`src/sv/gpsp_pkg.sv`:
```
// Shared types and constants for the gamepad serial poll master.
// No dependencies; imported by gpsp_decoder and gamepad_serial_poll_master.
package gpsp_pkg;

  localparam int FRAME_BYTES_DEF = 9;

  localparam int CFG_IDX_W = 2;
  localparam logic [CFG_IDX_W-1:0] CFG_POLL_CMD = 2'd0;
  localparam logic [CFG_IDX_W-1:0] CFG_ANALOG_ID = 2'd1;
  localparam logic [CFG_IDX_W-1:0] CFG_H_CENTER = 2'd2;
  localparam logic [CFG_IDX_W-1:0] CFG_V_CENTER = 2'd3;

  localparam logic [7:0] POLL_CMD_RST = 8'h42;
  localparam logic [7:0] ANALOG_ID_RST = 8'h73;
  localparam logic [7:0] H_CENTER_RST = 8'd128;
  localparam logic [7:0] V_CENTER_RST = 8'd127;

  localparam logic [7:0] START_BYTE = 8'h01;

  localparam logic [1:0] PH_LOW = 2'd0;
  localparam logic [1:0] PH_HIGH = 2'd1;
  localparam logic [1:0] PH_GAP = 2'd2;

  // decode steps, one received byte each
  localparam logic [2:0] ST_MODE = 3'd0;
  localparam logic [2:0] ST_BTN_LO = 3'd1;
  localparam logic [2:0] ST_BTN_HI = 3'd2;
  localparam logic [2:0] ST_RH = 3'd3;
  localparam logic [2:0] ST_RV = 3'd4;
  localparam logic [2:0] ST_LH = 3'd5;
  localparam logic [2:0] ST_LV = 3'd6;
  localparam logic [2:0] DEC_STEPS = 3'd7;
  localparam logic [3:0] BYTE_MODE = 4'd1;

  typedef struct packed {
    logic [7:0] poll_cmd;
    logic [7:0] analog_id;
    logic [7:0] h_center;
    logic [7:0] v_center;
  } cfg_regs_t;

  typedef struct packed {
    logic [7:0]        mode;
    logic [15:0]       buttons;
    logic signed [8:0] rh;
    logic signed [8:0] rv;
    logic signed [8:0] lh;
    logic signed [8:0] lv;
  } decoded_t;

  typedef struct packed {
    logic busy;
    logic done;
  } dec_status_t;

endpackage

```
`src/sv/gpsp_decoder.sv`:
```
// Received-byte memory and end-of-frame decode sequencer.
// Depends on gpsp_pkg.
module gpsp_decoder
  import gpsp_pkg::*;
#(
  parameter int FRAME_BYTES = FRAME_BYTES_DEF,
  localparam int AW = $clog2(FRAME_BYTES)
) (
  input  logic          clk,
  input  logic          rst_n,
  input  cfg_regs_t     cfg,
  input  logic          wr_en,
  input  logic [AW-1:0] wr_addr,
  input  logic [7:0]    wr_data,
  input  logic          start,
  input  logic          ack,
  output dec_status_t   status,
  output decoded_t      decoded
);

  localparam logic [1:0] DS_IDLE = 2'd0;
  localparam logic [1:0] DS_RUN = 2'd1;
  localparam logic [1:0] DS_WAIT = 2'd2;

  logic [7:0]    mem [FRAME_BYTES];
  logic [7:0]    rd_r;
  logic [AW-1:0] rd_addr;
  logic [1:0]    state_r;
  logic [2:0]    cnt_r;
  logic [2:0]    step;
  logic          analog_r;
  decoded_t      dec_r;
  logic signed [8:0] h_val;
  logic signed [8:0] v_val;
  logic signed [8:0] raw_val;

  always_comb begin
    if (cnt_r == ST_MODE || cnt_r == DEC_STEPS) begin
      rd_addr = AW'(BYTE_MODE);
    end else begin
      rd_addr = AW'({1'b0, cnt_r} + 4'd2);
    end
  end

  always_ff @(posedge clk) begin
    if (wr_en) begin
      mem[wr_addr] <= wr_data;
    end
    rd_r <= mem[rd_addr];
  end

  assign step = cnt_r - 3'd1;
  assign raw_val = $signed({1'b0, rd_r});
  assign h_val = analog_r ? $signed({1'b0, rd_r} - {1'b0, cfg.h_center}) : raw_val;
  assign v_val = analog_r ? $signed({1'b0, cfg.v_center} - {1'b0, rd_r}) : raw_val;

  always_ff @(posedge clk) begin
    if (!rst_n) begin
      state_r <= DS_IDLE;
      cnt_r <= '0;
      analog_r <= 1'b0;
      dec_r <= '0;
    end else begin
      unique case (state_r)
        DS_RUN: begin
          cnt_r <= cnt_r + 3'd1;
          if (cnt_r != ST_MODE) begin
            unique case (step)
              ST_MODE: begin
                dec_r.mode <= rd_r;
                analog_r <= (rd_r == cfg.analog_id);
              end
              ST_BTN_LO: dec_r.buttons[7:0] <= ~rd_r;
              ST_BTN_HI: dec_r.buttons[15:8] <= ~rd_r;
              ST_RH: dec_r.rh <= h_val;
              ST_RV: dec_r.rv <= v_val;
              ST_LH: dec_r.lh <= h_val;
              ST_LV: dec_r.lv <= v_val;
              default: ;
            endcase
          end
          if (cnt_r == DEC_STEPS) begin
            state_r <= DS_WAIT;
          end
        end
        DS_WAIT: begin
          if (ack) begin
            state_r <= DS_IDLE;
          end
        end
        default: begin
          if (start) begin
            state_r <= DS_RUN;
            cnt_r <= '0;
          end
        end
      endcase
    end
  end

  assign status.busy = (state_r != DS_IDLE);
  assign status.done = (state_r == DS_WAIT);
  assign decoded = dec_r;

endmodule

```
`src/sv/gamepad_serial_poll_master.sv`:
```
// Top level of the gamepad serial poll master: tick handshake, bit/byte sequencer,
// configuration registers and output word register. Depends on gpsp_pkg, gpsp_decoder.
//
// Each input word is one link tick and produces exactly one output word. Ticks are
// taken one per clock while the output register is free or being drained and no
// decode pass is running; every tick but one is registered straight into the output
// register. The exception is the tick that closes a frame (last gap tick). It starts a
// decode pass over the received-byte memory: seven reads of the single read port,
// each decoded from the registered read data in the cycle after it. The result is then
// handed to the output register once that register is free. No new tick is taken until
// the result has been handed over.
module gamepad_serial_poll_master
  import gpsp_pkg::*;
#(
  parameter int FRAME_BYTES = FRAME_BYTES_DEF
) (
  input  logic                 clk,
  input  logic                 rst_n,
  input  logic                 cfg_we,
  input  logic [CFG_IDX_W-1:0] cfg_index,
  input  logic [7:0]           cfg_wdata,
  input  logic                 in_valid,
  output logic                 in_ready,
  input  logic                 in_start_req,
  input  logic                 in_data_in,
  output logic                 out_valid,
  input  logic                 out_ready,
  output logic                 out_clk_out,
  output logic                 out_cmd_out,
  output logic                 out_select_n,
  output logic                 out_busy_res,
  output logic                 out_frame_done,
  output logic [7:0]           out_mode_id,
  output logic [15:0]          out_buttons,
  output logic signed [8:0]    out_right_horizontal,
  output logic signed [8:0]    out_right_vertical,
  output logic signed [8:0]    out_left_horizontal,
  output logic signed [8:0]    out_left_vertical
);

  localparam int AW = $clog2(FRAME_BYTES);
  localparam int BW = $clog2(FRAME_BYTES + 1);

  cfg_regs_t   cfg_r;
  logic        active_r, active_nxt;
  logic [BW-1:0] byte_r, byte_nxt;
  logic [2:0]  bit_r, bit_nxt;
  logic [1:0]  phase_r, phase_nxt;
  logic [7:0]  shift_r, shift_nxt;
  logic        clk_lvl_r, clk_lvl_nxt;
  logic        cmd_lvl_r, cmd_lvl_nxt;
  logic        out_valid_r;
  logic        last_tick;
  logic        byte_done;
  logic        send_bit;
  logic        accept;
  logic        slot_free;
  logic        ack;
  dec_status_t dec_status;
  decoded_t    decoded;

  assign slot_free = !out_valid_r || out_ready;
  assign in_ready = !dec_status.busy && slot_free;
  assign accept = in_valid && in_ready;
  assign ack = dec_status.done && slot_free;

  always_comb begin
    if (byte_r == BW'(0)) begin
      send_bit = (bit_r == 3'd0) ? START_BYTE[0] : 1'b0;
    end else if (byte_r == BW'(1)) begin
      send_bit = cfg_r.poll_cmd[bit_r];
    end else begin
      send_bit = 1'b0;
    end
  end

  always_comb begin
    active_nxt = active_r;
    byte_nxt = byte_r;
    bit_nxt = bit_r;
    phase_nxt = phase_r;
    shift_nxt = shift_r;
    clk_lvl_nxt = clk_lvl_r;
    cmd_lvl_nxt = cmd_lvl_r;
    last_tick = 1'b0;
    byte_done = 1'b0;
    if (!active_r) begin
      if (in_start_req) begin
        active_nxt = 1'b1;
        byte_nxt = '0;
        bit_nxt = '0;
        phase_nxt = PH_LOW;
        shift_nxt = '0;
      end
    end else begin
      unique case (phase_r)
        PH_HIGH: begin
          clk_lvl_nxt = 1'b1;
          shift_nxt = shift_r | (8'(in_data_in) << bit_r);
          if (bit_r == 3'd7) begin
            byte_done = 1'b1;
            phase_nxt = PH_GAP;
          end else begin
            bit_nxt = bit_r + 3'd1;
            phase_nxt = PH_LOW;
          end
        end
        PH_GAP: begin
          clk_lvl_nxt = 1'b1;
          cmd_lvl_nxt = 1'b1;
          bit_nxt = '0;
          shift_nxt = '0;
          phase_nxt = PH_LOW;
          if (byte_r == BW'(FRAME_BYTES - 1)) begin
            active_nxt = 1'b0;
            byte_nxt = '0;
            last_tick = 1'b1;
          end else begin
            byte_nxt = BW'(byte_r + 1'b1);
          end
        end
        default: begin
          clk_lvl_nxt = 1'b0;
          cmd_lvl_nxt = send_bit;
          phase_nxt = PH_HIGH;
        end
      endcase
    end
  end

  always_ff @(posedge clk) begin
    if (!rst_n) begin
      cfg_r <= '{POLL_CMD_RST, ANALOG_ID_RST, H_CENTER_RST, V_CENTER_RST};
      active_r <= 1'b0;
      byte_r <= '0;
      bit_r <= '0;
      phase_r <= PH_LOW;
      shift_r <= '0;
      clk_lvl_r <= 1'b0;
      cmd_lvl_r <= 1'b0;
      out_valid_r <= 1'b0;
    end else begin
      if (cfg_we) begin
        unique case (cfg_index)
          CFG_POLL_CMD: cfg_r.poll_cmd <= cfg_wdata;
          CFG_ANALOG_ID: cfg_r.analog_id <= cfg_wdata;
          CFG_H_CENTER: cfg_r.h_center <= cfg_wdata;
          CFG_V_CENTER: cfg_r.v_center <= cfg_wdata;
          default: ;
        endcase
      end
      if (accept) begin
        active_r <= active_nxt;
        byte_r <= byte_nxt;
        bit_r <= bit_nxt;
        phase_r <= phase_nxt;
        shift_r <= shift_nxt;
        clk_lvl_r <= clk_lvl_nxt;
        cmd_lvl_r <= cmd_lvl_nxt;
      end
      if ((accept && !last_tick) || ack) begin
        out_valid_r <= 1'b1;
      end else if (out_ready) begin
        out_valid_r <= 1'b0;
      end
    end
  end

  always_ff @(posedge clk) begin
    if (accept && !last_tick) begin
      out_clk_out <= clk_lvl_nxt;
      out_cmd_out <= cmd_lvl_nxt;
      out_select_n <= !active_nxt;
      out_busy_res <= active_nxt;
      out_frame_done <= 1'b0;
      out_mode_id <= decoded.mode;
      out_buttons <= decoded.buttons;
      out_right_horizontal <= decoded.rh;
      out_right_vertical <= decoded.rv;
      out_left_horizontal <= decoded.lh;
      out_left_vertical <= decoded.lv;
    end else if (ack) begin
      out_clk_out <= clk_lvl_r;
      out_cmd_out <= cmd_lvl_r;
      out_select_n <= 1'b1;
      out_busy_res <= 1'b0;
      out_frame_done <= 1'b1;
      out_mode_id <= decoded.mode;
      out_buttons <= decoded.buttons;
      out_right_horizontal <= decoded.rh;
      out_right_vertical <= decoded.rv;
      out_left_horizontal <= decoded.lh;
      out_left_vertical <= decoded.lv;
    end
  end

  assign out_valid = out_valid_r;

  gpsp_decoder #(
    .FRAME_BYTES(FRAME_BYTES)
  ) u_decoder (
    .clk     (clk),
    .rst_n   (rst_n),
    .cfg     (cfg_r),
    .wr_en   (accept && byte_done),
    .wr_addr (byte_r[AW-1:0]),
    .wr_data (shift_nxt),
    .start   (accept && last_tick),
    .ack     (ack),
    .status  (dec_status),
    .decoded (decoded)
  );

endmodule

```
`config.mk`:
```
export PLATFORM = sky130hd
export DESIGN_NAME = gamepad_serial_poll_master
export DESIGN_NICKNAME = d
export VERILOG_FILES = /design/src/sv/gpsp_pkg.sv /design/src/sv/gpsp_decoder.sv /design/src/sv/gamepad_serial_poll_master.sv
export SDC_FILE = /design/constraint.sdc
export NUM_CORES = 1
export LEC_CHECK = 0
export BUFFER_PORTS_ARGS = -buffer_cell sky130_fd_sc_hd__buf_2
export CELL_PAD_IN_SITES_DETAIL_PLACEMENT = 1
export CELL_PAD_IN_SITES_GLOBAL_PLACEMENT = 2
export CORE_MARGIN = 2
export CORE_UTILIZATION = 43
export CTS_CLUSTER_DIAMETER = 80
export DETAILED_ROUTE_END_ITERATION = 7
export PLACE_DENSITY_LB_ADDON = 0.1
export SKIP_CTS_REPAIR_TIMING = 1
export SLEW_MARGIN = 10
export SYNTH_ARGS = -nofsm -noshare
export SYNTH_HDL_FRONTEND = slang
export SYNTH_HIERARCHICAL = 1
export SYNTH_SLANG_ARGS = --single-unit
```
`constraint.sdc`:
```
create_clock -name clk -period 5.95 [get_ports clk]
set_input_delay 1.19 -clock clk [delete_from_list [all_inputs] [get_ports clk]]
set_output_delay 1.19 -clock clk [all_outputs]
set_load 0.01 [all_outputs]
```
# After elaboration in Yosys (flattened, before gate mapping)
# Memories as Yosys holds them, arrays and structs flattened. A register that Yosys moved wholly into a read port is not among the register bits.
# Index checks and enable logic that the tools add are counted.
# totals
mem_bits_rw	72
memories	1
latch_bits	0
elab_cells	178
rom_bits	0
regBits	184
# mem_list
memory	words	word_bits	rd	rd_clocked_by_memory_dff	wr	line_no	text
u_decoder.mem	9	8	1	1	1	gpsp_decoder.sv:25	logic [7:0] mem [FRAME_BYTES];
# classes
reduce_logical	42
n_lt_le_gt_ge	1
div_mod_pow	0
addsub	7
multipliers	0
eq_ne	23
n_bitwise	3
mux	67
shifts	1
# op_table
cell	count
$mux W9	10
$mux W16	2
$mux W8	4
$mux W1	29
$reduce_and A3 Y1	9
$mux W4	5
$sub A8 B8 Y9	2
$pmux W8 S2	1
$eq A3 B3 Y1 const B	5
$mux W2	6
$mux W3	4
$pmux W3 S2	2
$reduce_and A2 Y1	6
$reduce_bool A2 Y1	5
$logic_not A3 Y1	3
$eq A2 B2 Y1 const B	4
$eq A8 B8 Y1	1
$not A8 Y8	1
$or A8 B8 Y8	1
$pmux W2 S2	2
$shl A1 B3 Y8	1
$add A3 B1 Y3 const B	2
$eq A2 B1 Y1 const B	3
$eq A3 B2 Y1 const B	2
other kinds (22)	34

# Depth between registers and ports, before layout
# depth
depth_word	8
mapped_depth	10
mapped_depth_nobuf	10

# Hierarchy
# The synthesis kept the hierarchy.
# modules_own_cells
mod	seq_area_each_um2	n_inst	area_per_inst_um2	cells_each
gpsp_decoder	3643.5	1	6557.5	622
gamepad_serial_poll_master	3002.9	1	4471.8	368

# Worst setup path after synthesis
# OpenSTA, ideal clock, no wires.
# synth_path
path_kind	in2reg
from	input out_ready
to	register out_busy_res, enable pin
required_time_ns	5.518
setup_slack_ns	2.399
setup_time_ns	0.432
arrival_time_ns	3.119
path_stages	3
cell_sequence	nand2b_1 -> and2_1 -> nand2b_1
# synth_lines
element	line_no	text
start: declaration	gamepad_serial_poll_master.sv:27	input logic out_ready,
$logic_or A1 B1 Y1	gamepad_serial_poll_master.sv:62	assign slot_free = !out_valid_r || out_ready;
$logic_and A1 B1 Y1	gamepad_serial_poll_master.sv:65	assign ack = dec_status.done && slot_free;
via ack	gamepad_serial_poll_master.sv:58	logic ack;
$reduce_bool A2 Y1 (no source line)	n/a	
end signal: assignment	gamepad_serial_poll_master.sv:174	out_busy_res <= active_nxt;
end: declaration	gamepad_serial_poll_master.sv:31	output logic out_busy_res,
# The timed path passes the listed nets, and every way through them passes these cells.
# A chain may end at the register's enable or synchronous reset.

# Final worst setup path
# layout_path
from	input in_valid
to	memory u_decoder.mem[0][1], enable pin
# layout_between
elab_chain_len	4
# layout_lines
element	line_no	text
start: declaration	gamepad_serial_poll_master.sv:22	input logic in_valid,
$logic_and A1 B1 Y1	gamepad_serial_poll_master.sv:64	assign accept = in_valid && in_ready;
$logic_and A1 B1 Y1	gamepad_serial_poll_master.sv:205	.wr_en (accept && byte_done),
$mux W1	gpsp_decoder.sv:46	if (wr_en) begin
$mux W1 (implied by the code)	gpsp_decoder.sv:47	mem[wr_addr] <= wr_data;
end: declaration	gpsp_decoder.sv:25	
# No other way between the ends.

==> impl_metrics.env <==
export IMPL_status="finished clean"
export IMPL_fp_dieH_um=164.2
export IMPL_antennaDiodeCount=0
export IMPL_p_sw_mw=0.7902
export IMPL_synth_fp_nets=1044
export IMPL_holdCritPathClass="reg2reg"
export IMPL_postLayoutCellArea_um2=12510
export IMPL_global_route_usage_total_pct=20.16
export IMPL_grt_first_pass_wirelength_mm=42.06
export IMPL_syn_cell_area_um2=11030
export IMPL_grt_pass1_vias=7451
export IMPL_place_hpwl_mm=19.08
export IMPL_dominant_combinational_cell_family_by_area_after_synthesis="simple AND/OR/NAND/NOR gates"
export IMPL_clock_latency_at_the_later_pin_of_the_worst_skew_pair_ns=0.53
export IMPL_crit_required_ns=6.10
export IMPL_netlist_cell_type_count=69
export IMPL_route_antenna_remaining_nets=0
export IMPL_worst_slew_margin_rel_pct=22.21
export IMPL_clock_power_share_pct=42.6
export IMPL_crit_path_start_kind="primary input"
export IMPL_min_period_ns=3.513
export IMPL_initial_cell_density_of_the_core_pct=43.80
export IMPL_worstSetupPathType="in2reg"
export IMPL_fin_util_pct=49.68
export IMPL_clock_tree_buffer_depth=3
export IMPL_grt_start_max_net_pins=46
export IMPL_dpl_ws_ns=1.938
export IMPL_wire_per_inst_um=19.12
export IMPL_path_buf_inv=2
export IMPL_routability_congestion_estimate=0.7826
export IMPL_timing_final_crit_share_pct=59.04
export IMPL_p_comb_share_pct=4.4
export IMPL_worst_path_max_fanout=16
export IMPL_endpoint_kind="flip-flop"
export IMPL_drc=0
export IMPL_worstHoldEndpoint="out_mode_id[2]$_DFFE_PP_"
export IMPL_design_power_total_mw=3.688
export IMPL_cp_slowest_cell="sky130_fd_sc_hd__nor3_1"
export IMPL_hp_start="u_decoder/decoded[54]$_SDFFE_PN0P_"
export IMPL_min_path_cells=0
export IMPL_post_route_cells_drive_above_1_share_pct=14.76
export IMPL_r2r_end="u_decoder/decoded[48]$_SDFFE_PN0P_"
export IMPL_die_area_um2=26950
export IMPL_yosysWarningCount=6
export IMPL_worst_setup_hold_path_clk_slew_ns=0.06
export IMPL_power_switching_fraction_pct=21.43
export IMPL_cts_sinks=264
export IMPL_synth_mux_area_fraction_pct=3.551
export IMPL_delay_heaviest_family_cp="simple AND/OR/NAND/NOR gates"
export IMPL_core_region_area_um2=25180
export IMPL_std_cell_rows=58
export IMPL_synth_area_per_cell_um2=11.14
export IMPL_crit_reg2reg_launch="u_decoder/cnt_r[0]$_SDFFE_PN0P_"
export IMPL_power_ir_vdd_worst_mv=0.2376
export IMPL_crit_chain="buf_2, inv_2, nor3_4, and3_1, or3b_2, nor3_1"
export IMPL_grt_antenna_before_repair=0
export IMPL_finalSetupViolations=0
export IMPL_yosys_register_bits=264
export IMPL_vias_per_cell=5.337
export IMPL_maxSlewViolCount=0
export IMPL_ys_flop_type="sky130_fd_sc_hd__edfxtp_1"
export IMPL_layout_cells_most_common="sky130_fd_sc_hd__edfxtp_1"
export IMPL_ys_seq_area_share_pct=60.26
export IMPL_area_growth_syn_to_layout_pct=13.43
export IMPL_port_buffers=83
export IMPL_route_vias_total=7546
export IMPL_num_io_pins=84
export IMPL_leakage_power_summed_over_all_cells_nw=4.497
export IMPL_r2r_slack_ns=2.54
export IMPL_detail_route_wirelength_mm=27.04
export IMPL_timing_hold_violations_final=0
export IMPL_cts_tree="done"
export IMPL_synthSimpleGateAreaFrac_pct=14.32
export IMPL_synth_cells=990
export IMPL_layout_nets=1118
export IMPL_timing_max_cap_violations=0
export IMPL_first_pass_iters=4
export IMPL_setup_repair_after_global_routing_missed_its_margin="no"
export IMPL_crit_arrival_ns=3.66
export IMPL_placed_area_um2=11690
export IMPL_critPathMaxStageDelay_ns=0.86
export IMPL_num_fill_cells=2723
export IMPL_grt_overflow_total=0
export IMPL_intPower_mw=2.898
export IMPL_achievable_frequency_mhz=284.7
export IMPL_clock_h_tree_levels=1
export IMPL_setup_tns_ns=0
export IMPL_ff2ff_path_depth=8
export IMPL_share_seq_of_total_power_pct=53.0
export IMPL_synthXorXnorAreaFrac_pct=1.429
export IMPL_clock_skew_ns=0.01098
export IMPL_detailedRoute_firstIterationViolations=362
export IMPL_synth_compound_area_share_pct=12.47
export IMPL_numCtsBuffers=27
export IMPL_power_per_cell_area_nw_per_um2=294.8
export IMPL_finalWorstSetupSlack_ns=2.437
export IMPL_most_common_layout_cells="sky130_fd_sc_hd__edfxtp_1 (136), sky130_fd_sc_hd__dfxtp_1 (128), sky130_fd_sc_hd__nand2_1 (108), sky130_fd_sc_hd__nor2_1 (91), sky130_fd_sc_hd__buf_2 (83)"
export IMPL_worst_pin_slew_ns=1.166
export IMPL_die_x_um=164.2
export IMPL_postSynth_asyncResetShare_pct=0
export IMPL_synth_edf_count=136
export IMPL_synth_fa_ha_area_share_pct=4.334
export IMPL_cts_root_buf="sky130_fd_sc_hd__clkbuf_16"
through the flow:
step / std cells / hold slack, ns
2_1_floorplan: 990 / 0.4030
3_3_place_gp: 1365 / 0.4133
3_5_place_dp: 1365 / 0.4173
4_1_cts: 1414 / 0.4279
5_1_grt: 1414 / 0.4348
6_report: 1414 / 0.4250
routing by layer:
metal	track usage (%)	routed length, µm	vias up
met5	0	0	-
met4	4.067	486	0
met3	2.449	816	32
met2	36.29	13680	101
met1	26.10	12050	3699
li1	-	-	3714
how the worst max path moves through the flow:
stage	start	to	slack, ns	depth (start not counted)
detailed placement	in_valid	u_decoder/mem[0][6]$_DFFE_PP_	1.94	6
finish	in_valid	u_decoder/mem[0][1]$_DFFE_PP_	2.44	6
global route	in_valid	u_decoder/mem[0][1]$_DFFE_PP_	2.27	6
CTS	in_valid	u_decoder/mem[0][1]$_DFFE_PP_	2.49	6
floorplan	out_ready	out_busy_res$_SDFFCE_PN0P_	2.40	3
global placement	in_valid	u_decoder/mem[0][2]$_DFFE_PP_	2.08	6
cell families (layout without fill, tap and decap cells):
| family | after synthesis | after routing |
|---|---|---|
| simple gates | 331 | 331 |
| flops | 264 | 264 |
| compound gates | 213 | 213 |
| buf+inv | 89 | 183 |
| mux | 38 | 38 |
| fa+ha+maj | 37 | 37 |
| xor+xnor | 18 | 18 |
cell usage after synthesis (6+ instances only):
master                      count  area (µm²)
sky130_fd_sc_hd__nor3_1         9       45.04
sky130_fd_sc_hd__a221oi_1       7       61.31
sky130_fd_sc_hd__nand3_1       49       245.2
sky130_fd_sc_hd__nor2_1        91       341.6
sky130_fd_sc_hd__edfxtp_1     136        4084
sky130_fd_sc_hd__a2bb2oi_1      7       61.31
sky130_fd_sc_hd__nand2b_1      12       75.07
sky130_fd_sc_hd__a31oi_1        7       43.79
sky130_fd_sc_hd__a211oi_1      24       180.2
sky130_fd_sc_hd__o21ai_0       45       225.2
sky130_fd_sc_hd__nand3b_1       9       67.56
sky130_fd_sc_hd__nor2b_1       12       75.07
sky130_fd_sc_hd__xnor2_1        6       52.55
sky130_fd_sc_hd__xor2_1        12       105.1
sky130_fd_sc_hd__buf_2         12       60.06
sky130_fd_sc_hd__a22oi_1        7       52.55
sky130_fd_sc_hd__a21oi_1       67       335.3
sky130_fd_sc_hd__mux2i_1       29       290.3
sky130_fd_sc_hd__nand2_1      108       405.4
sky130_fd_sc_hd__buf_1          6       22.52
sky130_fd_sc_hd__ha_1          35       437.9
sky130_fd_sc_hd__dfxtp_1      128        2562
sky130_fd_sc_hd__o22ai_1        6       37.54
sky130_fd_sc_hd__mux2_2         9       101.4
sky130_fd_sc_hd__clkbuf_1      23       86.33
sky130_fd_sc_hd__inv_1         39       146.4
sky130_fd_sc_hd__nand4_1        6       37.54
area by class of cell:
| cell class | instances | area, µm² | share of cell area [%] |
|---|---|---|---|
| timing repair buffer | 93 | 490.5 | 3.920 |
| multi-input combinational | 637 | 3988 | 31.87 |
| clock inverter | 10 | 78.83 | 0.6301 |
| sequential | 264 | 6646 | 53.13 |
| tap | 330 | 412.9 | 3.300 |
| clock buffer | 39 | 740.7 | 5.921 |
| inverter | 41 | 153.9 | 1.230 |
state kept, by name, indices dropped and copies added, names as in the netlist, 2 cells and up:
register	flops
out_right_vertical	9
shift_r	8
out_left_horizontal	9
u_decoder/state_r	2
byte_r	4
u_decoder/cnt_r	3
out_left_vertical	9
u_decoder/decoded	60
u_decoder/mem	72
cfg_r	32
bit_r	3
u_decoder/rd_r	8
out_mode_id	8
out_buttons	16
out_right_horizontal	9
phase_r	2
power by group through the flow:
stage               clock (mW)  sequential (mW)  combinational (mW)
CTS                       1.61             1.96               0.166
global placement             0             1.99               0.163
global route              1.68             1.96               0.183
finish                    1.57             1.95               0.163
floorplan                    0             2.00              0.0945
detailed placement           0             1.99               0.165
Power figures use the tool's default switching activity.
